**src/design/oas_pkg.sv**
```systemverilog
// ---------------------------------------------------------------------------
// Offset auto-zero sequencer package
// Shared constants, configuration register indexes and the result beat
// layout for the offset auto-zero sequencer.
// ---------------------------------------------------------------------------
package oas_pkg;

  // Configuration port geometry.
  localparam int CFG_INDEX_W = 3;
  localparam int CFG_DATA_W  = 16;

  // Configuration register indexes.
  localparam logic [CFG_INDEX_W-1:0] CFG_VBUS_MIN    = 3'd0;
  localparam logic [CFG_INDEX_W-1:0] CFG_DUTY_MARGIN = 3'd1;
  localparam logic [CFG_INDEX_W-1:0] CFG_PWM_TOP     = 3'd2;
  localparam logic [CFG_INDEX_W-1:0] CFG_DFF_START   = 3'd3;
  localparam logic [CFG_INDEX_W-1:0] CFG_DFF_LAST    = 3'd4;

  // Configuration reset values.
  localparam logic [14:0] VBUS_MIN_RST    = 15'd0;
  localparam logic [15:0] DUTY_MARGIN_RST = 16'd3277;
  localparam logic [15:0] PWM_TOP_RST     = 16'd0;
  localparam logic [11:0] DFF_START_RST   = 12'd0;
  localparam logic [11:0] DFF_LAST_RST    = 12'd4095;

  // Best error starts at the largest positive 16-bit value.
  localparam int          ERR_W    = 18;
  localparam logic [ERR_W-1:0] ERR_INIT = 18'd32767;

  // Full scale of a Q0.16 duty value (one).
  localparam logic [16:0] DUTY_ONE = 17'h10000;

  // One result beat.
  typedef struct packed {
    logic [2:0]  phase;
    logic [11:0] current_dac_code;
    logic        comp_reset;
    logic [12:0] dff_code;
    logic [11:0] current_offset;
    logic [11:0] dff_offset;
    logic        save_request;
  } result_t;

endpackage

```
**src/design/offset_autozero_sequencer.sv**
```systemverilog
// Each accepted tick's beat is registered in the output or the skid register.
// Throughput: one tick per cycle unless stalled; the whole tick update sits between the
// state registers and a two-entry output buffer (output register plus skid register).
// in_stall rises only while both output entries are full.
// Reset (rst, synchronous): phase standby, search and sweep state cleared (best error to
// ERR_INIT), configuration registers at their reset values, output buffer empty.
// ---------------------------------------------------------------------------
// Offset auto-zero sequencer
// Per control tick: checks bus rails and relays, runs a successive
// approximation search of the current-offset DAC code, then sweeps the
// duty-offset DAC code and keeps the code with the least PWM count error.
// ---------------------------------------------------------------------------
module offset_autozero_sequencer
  import oas_pkg::*;
#(
  parameter int DAC_BITS   = 12,
  parameter int OVERSAMPLE = 4
) (
  input  logic                   clk,
  input  logic                   rst,
  // Configuration write port.
  input  logic                   cfg_we,
  input  logic [CFG_INDEX_W-1:0] cfg_index,
  input  logic [CFG_DATA_W-1:0]  cfg_data,
  // Tick input channel.
  input  logic                   in_valid,
  output logic                   in_stall,
  input  logic                   start_req,
  input  logic signed [15:0]     vbus_plus,
  input  logic signed [15:0]     vbus_minus,
  input  logic                   relay_open,
  input  logic                   precharge_open,
  input  logic [15:0]            duty_level,
  input  logic [17:0]            pwm_count,
  // Result output channel.
  output logic                   out_valid,
  input  logic                   out_stall,
  output logic [2:0]             phase,
  output logic [11:0]            current_dac_code,
  output logic                   comp_reset,
  output logic [12:0]            dff_code,
  output logic [11:0]            current_offset,
  output logic [11:0]            dff_offset,
  output logic                   save_request
);

  // Signed bit index runs from DAC_BITS-1 down to -1.
  localparam int BIDX_W = $clog2(DAC_BITS) + 1;
  // Width of (pwm_top + 1) * OVERSAMPLE.
  localparam int PROD_W = 17 + $clog2(OVERSAMPLE + 1);
  localparam int MAG_W  = (PROD_W > ERR_W) ? PROD_W : ERR_W;

  typedef enum logic [2:0] {
    PH_STANDBY = 3'd0,
    PH_WAIT    = 3'd1,
    PH_ISEARCH = 3'd2,
    PH_DSWEEP  = 3'd3,
    PH_DONE    = 3'd4
  } phase_t;

  // Configuration registers.
  logic [14:0] vbus_min;
  logic [15:0] duty_margin;
  logic [15:0] pwm_top;
  logic [11:0] dff_start;
  logic [11:0] dff_last;

  // Sequencer state.
  phase_t                    phase_reg, phase_reg_next;
  logic [DAC_BITS-1:0]       sar_guess, sar_guess_next;
  logic signed [BIDX_W-1:0]  bit_index, bit_index_next;
  logic                      reset_flag, reset_flag_next;
  logic [12:0]               dff_counter, dff_counter_next;
  logic [ERR_W-1:0]          best_error, best_error_next;
  logic [11:0]               best_code, best_code_next;
  logic [11:0]               current_result, current_result_next;
  logic [11:0]               dff_result, dff_result_next;
  logic                      save_next;

  // Output buffer: main register and skid register.
  result_t out_buf, skid_buf, result;
  logic    skid_valid;

  logic in_acc, out_acc;
  logic cond_ok, duty_high, duty_low;
  phase_t ph_a;
  logic [DAC_BITS-1:0]      bit_cur, bit_low;
  logic signed [BIDX_W-1:0] bit_dec;
  logic [DAC_BITS+11:0]     guess_ext;
  logic [DAC_BITS+11:0]     guess_next_ext;
  logic [PROD_W-1:0]        period_os;
  logic [MAG_W-1:0]         half, cnt_ext, err;

  assign in_acc   = in_valid && !in_stall;
  assign out_acc  = out_valid && !out_stall;
  assign in_stall = skid_valid;

  // Rail and relay conditions.
  assign cond_ok = (vbus_plus > $signed({1'b0, vbus_min}))
                && ($signed({vbus_minus[15], vbus_minus}) < -$signed({2'b00, vbus_min}))
                && relay_open && precharge_open;

  // Duty saturation detection.
  assign duty_high = {1'b0, duty_level} > (DUTY_ONE - {1'b0, duty_margin});
  assign duty_low  = duty_level < duty_margin;

  // Bit masks for the bit under test and the next lower bit.
  assign bit_dec = bit_index - BIDX_W'(1);
  assign bit_cur = {{(DAC_BITS-1){1'b0}}, 1'b1} << bit_index[BIDX_W-2:0];
  assign bit_low = {{(DAC_BITS-1){1'b0}}, 1'b1} << bit_dec[BIDX_W-2:0];

  // Guess seen through a 12-bit window, whatever DAC_BITS is.
  assign guess_ext      = {12'd0, sar_guess};
  assign guess_next_ext = {12'd0, sar_guess_next};

  // PWM count error against half of the oversampled period.
  assign period_os = PROD_W'({1'b0, pwm_top} + 17'd1) * PROD_W'(OVERSAMPLE);
  assign half      = MAG_W'(period_os >> 1);
  assign cnt_ext   = MAG_W'(pwm_count);
  assign err       = (cnt_ext >= half) ? (cnt_ext - half) : (half - cnt_ext);

  // Tick update.
  always_comb begin
    sar_guess_next      = sar_guess;
    bit_index_next      = bit_index;
    reset_flag_next     = reset_flag;
    dff_counter_next    = dff_counter;
    best_error_next     = best_error;
    best_code_next      = best_code;
    current_result_next = current_result;
    dff_result_next     = dff_result;
    save_next           = 1'b0;

    // A start request arms standby; failed conditions drop back unless done.
    ph_a = phase_reg;
    if (phase_reg == PH_STANDBY && start_req) begin
      ph_a = PH_WAIT;
    end
    if (!cond_ok && ph_a != PH_DONE) begin
      ph_a = PH_STANDBY;
    end
    phase_reg_next = ph_a;

    unique case (ph_a)
      PH_STANDBY: begin
      end
      PH_WAIT: begin
        if (cond_ok) begin
          phase_reg_next  = PH_ISEARCH;
          bit_index_next  = BIDX_W'(DAC_BITS - 1);
          sar_guess_next  = {1'b1, {(DAC_BITS-1){1'b0}}};
          reset_flag_next = 1'b1;
        end
      end
      PH_ISEARCH: begin
        if (!bit_index[BIDX_W-1]) begin
          if (reset_flag) begin
            reset_flag_next = 1'b0;
          end else if (duty_high || duty_low) begin
            // High saturation clears the bit under test; low keeps it.
            sar_guess_next = duty_high ? (sar_guess & ~bit_cur) : sar_guess;
            bit_index_next = bit_dec;
            if (!bit_dec[BIDX_W-1]) begin
              sar_guess_next  = sar_guess_next | bit_low;
              reset_flag_next = 1'b1;
            end
          end
        end else begin
          // Search exhausted: latch the result and start the sweep.
          current_result_next = guess_ext[11:0];
          phase_reg_next      = PH_DSWEEP;
          dff_counter_next    = {1'b0, dff_start};
          best_error_next     = ERR_INIT;
          reset_flag_next     = 1'b1;
        end
      end
      PH_DSWEEP: begin
        if (err < MAG_W'(best_error)) begin
          best_error_next = err[ERR_W-1:0];
          best_code_next  = dff_counter[11:0];
        end
        dff_counter_next = dff_counter + 13'd1;
        if (dff_counter_next > {1'b0, dff_last}) begin
          dff_result_next = best_code_next;
          phase_reg_next  = PH_DONE;
          save_next       = 1'b1;
        end
      end
      PH_DONE: begin
      end
      default: begin
        phase_reg_next = PH_STANDBY;
      end
    endcase
  end

  // Result beat for this tick.
  always_comb begin
    result.phase            = phase_reg_next;
    result.current_dac_code = guess_next_ext[11:0];
    result.comp_reset       = reset_flag_next;
    result.dff_code         = dff_counter_next;
    result.current_offset   = current_result_next;
    result.dff_offset       = dff_result_next;
    result.save_request     = save_next;
  end

  // State, configuration and output buffer registers.
  always_ff @(posedge clk) begin
    if (rst) begin
      vbus_min       <= VBUS_MIN_RST;
      duty_margin    <= DUTY_MARGIN_RST;
      pwm_top        <= PWM_TOP_RST;
      dff_start      <= DFF_START_RST;
      dff_last       <= DFF_LAST_RST;
      phase_reg      <= PH_STANDBY;
      sar_guess      <= '0;
      bit_index      <= '0;
      reset_flag     <= 1'b0;
      dff_counter    <= '0;
      best_error     <= ERR_INIT;
      best_code      <= '0;
      current_result <= '0;
      dff_result     <= '0;
      out_valid      <= 1'b0;
      skid_valid     <= 1'b0;
    end else begin
      // Configuration writes; unknown indexes are ignored.
      if (cfg_we) begin
        unique case (cfg_index)
          CFG_VBUS_MIN:    vbus_min    <= cfg_data[14:0];
          CFG_DUTY_MARGIN: duty_margin <= cfg_data;
          CFG_PWM_TOP:     pwm_top     <= cfg_data;
          CFG_DFF_START:   dff_start   <= cfg_data[11:0];
          CFG_DFF_LAST:    dff_last    <= cfg_data[11:0];
          default: begin
          end
        endcase
      end

      if (in_acc) begin
        phase_reg      <= phase_reg_next;
        sar_guess      <= sar_guess_next;
        bit_index      <= bit_index_next;
        reset_flag     <= reset_flag_next;
        dff_counter    <= dff_counter_next;
        best_error     <= best_error_next;
        best_code      <= best_code_next;
        current_result <= current_result_next;
        dff_result     <= dff_result_next;
      end

      // Output register refills from the skid entry or from a new beat.
      if (!out_valid || out_acc) begin
        if (skid_valid) begin
          out_buf    <= skid_buf;
          out_valid  <= 1'b1;
          skid_valid <= 1'b0;
        end else begin
          out_buf   <= result;
          out_valid <= in_acc;
        end
      end else if (in_acc) begin
        skid_buf   <= result;
        skid_valid <= 1'b1;
      end
    end
  end

  assign phase            = out_buf.phase;
  assign current_dac_code = out_buf.current_dac_code;
  assign comp_reset       = out_buf.comp_reset;
  assign dff_code         = out_buf.dff_code;
  assign current_offset   = out_buf.current_offset;
  assign dff_offset       = out_buf.dff_offset;
  assign save_request     = out_buf.save_request;

endmodule

```
**config.mk**
```make
export PLATFORM = sky130hd
export DESIGN_NAME = offset_autozero_sequencer
export DESIGN_NICKNAME = d
export VERILOG_FILES = /design/src/design/oas_pkg.sv /design/src/design/offset_autozero_sequencer.sv
export SDC_FILE = /design/constraint.sdc
export NUM_CORES = 1
export LEC_CHECK = 0
export BUFFER_PORTS_ARGS = -buffer_cell sky130_fd_sc_hd__buf_2
export CAP_MARGIN = 20
export CORE_MARGIN = 3
export CORE_UTILIZATION = 60
export DETAILED_ROUTE_END_ITERATION = 10
export PLACE_DENSITY = 0.8
export REMOVE_ABC_BUFFERS = 1
export SLEW_MARGIN = 5
export SYNTH_ARGS = -nofsm -noshare
export SYNTH_HDL_FRONTEND = slang
export SYNTH_SLANG_ARGS = --single-unit
```
**constraint.sdc**
```tcl
create_clock -name clk -period 9.6 [get_ports clk]
set_input_delay 0 -clock clk [delete_from_list [all_inputs] [get_ports clk]]
set_output_delay 0 -clock clk [all_outputs]
set_load 0.01 [all_outputs]
```
==> impl_metrics.env, run 1 <==
export IMPL_status="finished clean"
export IMPL_clkLatencyLatePin_ps=540
export IMPL_slew_viol_final=0
export IMPL_p_per_area_nw_per_um2=152
export IMPL_final_common_cell="nand2_1"
export IMPL_clkPwrFrac_pct=40.4
export IMPL_crit_slowest_cell="a21oi_4"
export IMPL_top_regs="skid_buf x54, best_error x18"
export IMPL_worst_setup_path_end_kind="flip-flop"
export IMPL_largest_register="skid_buf"
export IMPL_async_flop_share_pct=0
export IMPL_worst_path_max_fanout=28
export IMPL_mostFrequentLayoutCells="229 x nand2_1, 161 x dfxtp_1, 149 x a21oi_1"
export IMPL_synth_cell_types=83
export IMPL_avgSynthCellArea_um2=9.04
export IMPL_die_area_um2=29100
export IMPL_fin_worst_skew_ps=18.0
export IMPL_wl_per_cell_um=18.7
export IMPL_pwr_share_comb_pct=14.8
export IMPL_rsz0062_at_grt="no"
export IMPL_cts_resized=0
export IMPL_switching_power_uw=738
export IMPL_fmax_mhz=159
export IMPL_fp_row_count=59
export IMPL_cts_buffers=28
export IMPL_ys_flop_type="dfxtp_1"
export IMPL_worst_setup_path_type="reg2reg"
export IMPL_clock_sinks=269
export IMPL_grt_antenna_before_repair=0
export IMPL_initial_core_util_pct=61.6
export IMPL_start_kind="flip-flop"
export IMPL_drt_wl_total_um=42500
export IMPL_setup_ws_ps=3310
export IMPL_post_cts_buffers=0
export IMPL_grt_pass1_wl_um=68200
export IMPL_ys_ff_latch=269
export IMPL_arrival_ps=6710
export IMPL_crit_top_cell="nand3_1"
export IMPL_via_count=13933
export IMPL_pwr_share_seq_pct=44.8
export IMPL_cts_root_buf="clkbuf_16"
export IMPL_hpwlAfterDp_um=30800
export IMPL_placed_area_um2=17100
export IMPL_worst_hold_path_type="in2reg"
export IMPL_fin_crit_sh_pct=65.5
export IMPL_largest_register_ffs=54
export IMPL_vdd_ir_drop_max_mv=0.125
export IMPL_viasPerCell=6.14
export IMPL_grt_overflow=0
export IMPL_fin_util_pct=69.5
export IMPL_syn_to_final_growth_pct=12.9
export IMPL_fp_dieW_um=170
export IMPL_ios=149
export IMPL_cts_max_level=1
export IMPL_drive_gt1_share_pct=14.6
export IMPL_tns_ps=0
export IMPL_ant_nets=0
export IMPL_grt_max_degree=61
export IMPL_dr_first_iter_drc_count=1021
export IMPL_fin_crit_ps=6290
export IMPL_critPathTopFamily="compound AO/OA/AOI/OAI gates"
export IMPL_fin_cells=2270
export IMPL_drv_cap=0
export IMPL_clk_path_buf_depth=3
export IMPL_layout_nets=2142
export IMPL_grt_pass1_vias=13412
export IMPL_io_buffers=148
export IMPL_drc=0
export IMPL_tightest_slew_ps=1120
export IMPL_n_fill_cell=2011
export IMPL_required_ps=10020
export IMPL_pre_cts_ws_ps=3410
export IMPL_cts_tree="built"
export IMPL_sw_frac_of_total_pct=26.5
export IMPL_grtUsageTotal_pct=28.6
export IMPL_setup_viol_count_final=0
export IMPL_coreArea_um2=26400
export IMPL_synth_yosys_warnings=0
export IMPL_ys_seq_area_share_pct=39.8
export IMPL_path_cells="nand3_1 -> nor2_1 -> and2_1 -> nand3_1 -> nor3_1 -> xnor2_1 -> ha_1 -> nand3_1 -> a2111o_1 -> o211ai_4 -> mux2i_1 -> a221oi_1 -> xnor2_1 -> ha_1 -> nand3_1 -> o21ai_0 -> o21ai_0 -> a32oi_1 -> a21oi_4 -> nand3_1 -> o22a_1"
export IMPL_synth_edf_count=108
export IMPL_p_int_mw=2.05
export IMPL_netlist_instances=1795
export IMPL_gp_congestion=0.932
export IMPL_p_leak_nw=7.64
export IMPL_clk_pin_slew_ps=60
export IMPL_die_height_um=170
export IMPL_syn_area_um2=16200
export IMPL_critPathMaxStageDelay_ps=550
export IMPL_dp_cells=2196
export IMPL_path_buf_inv=0
export IMPL_stdcell_area_um2=18300
export IMPL_relSlewSlack_pct=25.3
export IMPL_hold_viol=0
export IMPL_drtPass1Iterations=6
[logic make-up after synthesis]
family | Yosys count | share of synthesized area [%]
multiplexers | 79 | 5.22
adder cells (fa/ha/maj) | 137 | 10.7
XOR/XNOR | 70 | 3.78
flip-flops | 269 | 39.8
AO/OA/AOI/OAI | 450 | 19.0
buffers and inverters | 220 | 5.45
AND/OR/NAND/NOR | 570 | 16.1
[power groups by stage]
stage               Combinational [mW]  Sequential, mW  Clock, mW
floorplan                        0.254            1.27          0
global placement                 0.386            1.27          0
detailed placement               0.396            1.27          0
CTS                              0.406            1.25       1.13
global route                     0.455            1.25       1.18
finish                           0.411            1.25       1.12
[Yosys cell counts, types with 6 or more instances]
cell / count / share of area, %
nand2_1: 230 / 5.3
dfxtp_1: 161 / 20
a21oi_1: 150 / 4.6
ha_1: 135 / 10
inv_1: 125 / 2.9
nor2_1: 125 / 2.9
edfxtp_1: 108 / 20
o21ai_0: 58 / 1.8
clkbuf_1: 56 / 1.3
nand3_1: 49 / 1.5
xnor2_1: 48 / 2.6
nor3_1: 46 / 1.4
mux2_2: 45 / 3.1
o211ai_1: 37 / 1.7
mux2i_1: 34 / 2.1
a21o_1: 29 / 1.3
buf_2: 26 / 0.80
nand4_1: 24 / 0.93
xor2_1: 22 / 1.2
a211oi_1: 21 / 0.97
and3_1: 20 / 0.77
o21a_1: 18 / 0.83
and2_1: 16 / 0.62
nand2b_1: 15 / 0.58
o22a_1: 14 / 0.76
a31oi_1: 12 / 0.46
nor4_1: 11 / 0.42
a211o_1: 10 / 0.54
a41oi_1: 10 / 0.54
nor2b_1: 8 / 0.31
buf_1: 7 / 0.16
and4_1: 6 / 0.32
o31ai_1: 6 / 0.28
[worst paths after layout]
path                 from            end  slack (ps)  depth (start not counted)
max            pwm_top[7]  best_error[4]        3310                         21
max reg2reg    pwm_top[7]  best_error[4]        3310                         21
min reg2reg   vbus_min[3]    vbus_min[3]         450                          2
min          cfg_index[0]    pwm_top[14]          50                          4
[layer usage]
metal  global-route usage [%]  vias to the layer above  routed length (um)
met5                        0                        -                   0
met4                     8.29                        0                1260
met3                     3.44                       93                2350
met2                     49.7                      488               20900
met1                     37.6                     6641               18000
li1                         -                     6711                   -
[repair_timing]
| item | in CTS | in global routing |
|---|---|---|
| endpoints found under the hold margin | 83 | 0 |
| hold buffers | 20 | 0 |
| endpoints found under the setup margin | 0 | 0 |
[worst reg2reg max path: cells and delay by family (launching register included)]
family,cells,cell delay (ps)
simple gates,8,1690
flops,1,400
mux,1,470
fa+ha+maj,2,750
xor+xnor,2,390
compound gates,8,2460
[cell type report]
type / count / area, um2 / share of cell area [%]
multi-input cells: 1306 / 8910 / 48.7
flip-flops and latches: 269 / 6470 / 35.3
repair buffers: 181 / 1060 / 5.79
clock buffers: 33 / 769 / 4.20
inverters: 126 / 473 / 2.58
well taps: 335 / 419 / 2.29
clock inverters: 19 / 211 / 1.15
diodes: 1 / 2.50 / 0.0137
[metrics by stage]
| step | total power, mW | hold WS (ps) |
|---|---|---|
| final | 2.78 | 54.2 |
| after global routing | 2.88 | 88.5 |
| after CTS | 2.79 | 30.4 |
| after detailed placement | 1.67 | 284 |
| after global placement | 1.66 | 274 |
| after floorplan | 1.53 | 69.1 |
Power figures use the tool's default switching activity.
==> run 2, diff against run 1 <==
--- a/config.mk
+++ b/config.mk
@@ -5,12 +5,13 @@
 export SDC_FILE = /design/constraint.sdc
 export NUM_CORES = 1
 export LEC_CHECK = 0
+export ABC_AREA = 1
 export BUFFER_PORTS_ARGS = -buffer_cell sky130_fd_sc_hd__buf_2
 export CAP_MARGIN = 20
 export CORE_MARGIN = 3
-export CORE_UTILIZATION = 60
+export CORE_UTILIZATION = 55
 export DETAILED_ROUTE_END_ITERATION = 10
-export PLACE_DENSITY = 0.8
+export PLACE_DENSITY = 0.77
 export REMOVE_ABC_BUFFERS = 1
 export SLEW_MARGIN = 5
 export SYNTH_ARGS = -nofsm -noshare
==> constraint.sdc (replaced) <==
create_clock -name clk -period 5.4 [get_ports clk]
set_input_delay 0 -clock clk [delete_from_list [all_inputs] [get_ports clk]]
set_output_delay 0 -clock clk [all_outputs]
set_load 0.01 [all_outputs]
==> impl_metrics.env, run 2 <==
export IMPL_reg2reg_to="dff_offset[9]"
export IMPL_drt_wl_total_um=45900
export IMPL_pre_cts_ws_ps=26.9
export IMPL_slew_viol_final=0
export IMPL_drive_gt1_share_pct=14.3
export IMPL_die_height_um=181
export IMPL_r2r_start="pwm_top[2]"
export IMPL_netlist_instances=2266
export IMPL_critPathTopFamily="simple AND/OR/NAND/NOR gates"
export IMPL_p_leak_nw=9.58
export IMPL_hold_viol=0
export IMPL_synth_area_top_cells="edfxtp_1 19%, dfxtp_1 19%, nand2_1 13%, ha_1 10%, inv_1 6.7%"
export IMPL_syn_to_final_growth_pct=16.3
export IMPL_clk_path_buf_depth=3
export IMPL_r2r_setup_slack_ps=320
export IMPL_hpwlAfterDp_um=32800
export IMPL_required_ps=5690
export IMPL_setup_ws_ps=322
export IMPL_final_common_cell="nand2_1"
export IMPL_fin_util_pct=65.4
export IMPL_critPathMaxStageDelay_ps=370
export IMPL_setup_viol_count_final=0
export IMPL_cts_max_level=1
export IMPL_fin_worst_skew_ps=18.8
export IMPL_regArea_um2=6480
export IMPL_clk_pin_slew_ps=60
export IMPL_coreArea_um2=29900
export IMPL_ys_flop_type="dfxtp_1"
export IMPL_path_buf_inv=6
export IMPL_tightest_slew_ps=1020
export IMPL_ant_nets=0
export IMPL_synth_top_area_share_pct=19.3
export IMPL_via_count=15592
export IMPL_largest_register="skid_buf"
export IMPL_worst_setup_path_type="reg2reg"
export IMPL_worst_path_max_fanout=7
export IMPL_drv_cap=0
export IMPL_layout_nets=2657
export IMPL_relSlewSlack_pct=31.9
export IMPL_insertedDiodeCount=0
export IMPL_cts_buffers=29
export IMPL_cts_tree="built"
export IMPL_arrival_ps=5360
export IMPL_largest_register_ffs=54
export IMPL_grtUsageTotal_pct=26.6
export IMPL_viasPerCell=5.49
export IMPL_clock_sinks=269
export IMPL_wl_per_cell_um=16.2
export IMPL_worst_setup_path_end_kind="flip-flop"
export IMPL_avgSynthCellArea_um2=7.42
export IMPL_multiInputGateArea_um2=9030
export IMPL_tns_ps=0
export IMPL_p_per_area_nw_per_um2=267
export IMPL_fin_crit_ps=5080
export IMPL_async_flop_share_pct=0
export IMPL_worst_hold_path_type="in2reg"
export IMPL_stdcell_area_um2=19500
export IMPL_crit_top_cell="nand2_1"
export IMPL_grt_max_degree=117
export IMPL_status="finished clean"
export IMPL_hold_start="cfg_index[1]"
export IMPL_vdd_ir_drop_max_mv=0.237
export IMPL_synth_cell_types=48
export IMPL_n_fill_cell=2543
export IMPL_grt_overflow=0
export IMPL_syn_area_um2=16800
export IMPL_top_regs="skid_buf x54, best_error x18"
export IMPL_fmax_mhz=197
export IMPL_drc=0
export IMPL_synth_yosys_warnings=0
export IMPL_drtPass1Iterations=5
export IMPL_dr_first_iter_drc_count=1129
export IMPL_start_kind="flip-flop"
export IMPL_dp_cells=2742
export IMPL_ios=149
export IMPL_fin_crit_sh_pct=94.0
export IMPL_grt_pass1_vias=14689
export IMPL_clkLatencyLatePin_ps=560
export IMPL_crit_slowest_cell="dfxtp_4"
export IMPL_cts_root_buf="clkbuf_16"
export IMPL_fp_row_count=63
export IMPL_grt_pass1_wl_um=73100
export IMPL_whs_path_depth=5
export IMPL_fp_dieW_um=181
export IMPL_worstRegToRegCells=38
export IMPL_synth_edf_count=108
export IMPL_ys_ff_latch=269
export IMPL_whs_endpoint="pwm_top[2]"
export IMPL_fin_cells=2840
export IMPL_yosys_area_top_type="edfxtp_1"
export IMPL_die_area_um2=32700
export IMPL_synth_most_common_cell="nand2_1"
export IMPL_initial_core_util_pct=56.2
export IMPL_grt_antenna_before_repair=0
export IMPL_netlist_top_cells_count="582 x nand2_1, 301 x inv_1, 195 x nor2_1"
export IMPL_io_buffers=148
export IMPL_gp_congestion=0.941
export IMPL_placed_area_um2=17800
export IMPL_ys_seq_area_share_pct=38.5
export IMPL_rsz0062_at_grt="yes"
export IMPL_mostFrequentLayoutCells="570 x nand2_1, 297 x inv_1, 187 x nor2_1"
## run 2: cell types whose count changed after synthesis, moves of 20 or more
| cell | delta |
|---|---|
| a21o_1 | -20 |
| and3_1 | -20 |
| inv_1 | +176 |
| mux2_2 | -45 |
| mux2i_1 | -34 |
| nand2_1 | +352 |
| nand3_1 | +49 |
| nor2_1 | +70 |
| nor3_1 | -23 |
| o21ai_0 | +77 |
| xnor2_1 | -42 |
| xor2_1 | +39 |
## run 2: logic make-up after synthesis
group / share of synthesized area, %
simple gates: 23.7
compound gates: 14.6
buf+inv: 9.44
flops: 38.5
fa+ha+maj: 10.3
xor+xnor: 3.49
## run 2: worst min-delay path, stage by stage
cell and delay [ps]:
buf_2 130, inv_1 70, nor3_1 120, o21ai_0 180, nor2_1 50
## run 2: how the worst max path moves through the flow
stage                endpoint        from  cells past startpoint
2_1_floorplan     skid_buf[0]    in_stall                      3
3_3_place_gp    best_error[0]  pwm_top[0]                     39
3_5_place_dp    best_error[2]  pwm_top[3]                     38
4_1_cts        best_error[11]  pwm_top[3]                     38
5_1_grt         dff_result[8]  pwm_top[2]                     39
6_report        dff_offset[9]  pwm_top[2]                     38
## run 2: cell type report
class / count / share of cell area [%]
Tap cell: 390 / 2.50
Sequential cell: 269 / 33.1
Timing Repair Buffer: 209 / 6.97
Clock inverter: 15 / 0.762
Inverter: 318 / 6.17
Clock buffer: 39 / 4.23
Multi-Input combinational cell: 1599 / 46.2
Timing Repair inverter: 1 / 0.0320
## run 2: per-stage QoR
step	hold slack [ps]	total power, mW
floorplan	69.1	2.87
global placement	269	3.13
detailed placement	272	3.16
CTS	32.0	5.18
global route	61.2	5.44
finish	34.6	5.22
## run 2: what timing repair did
item / CTS / global route
hold endpoints to repair: 76 / 0
hold buffers: 26 / 0
endpoints found under the setup margin: 0 / 66
buffers inserted: 0 / 13
gates resized for setup: 0 / 80
## run 2: power by group
part | switching [mW] | internal, mW
logic | 0.609 | 0.340
registers | 0.0439 | 2.20
clock network | 0.847 | 1.18
total | 1.50 | 3.72
## run 2: metal layers
layer	up-vias	track usage [%]	share of wire [%]
met4	0	8.20	3.1
met3	95	3.14	7.0
met2	592	43.3	45
met5	-	0	0
li1	7705	-	-
met1	7200	37.4	45
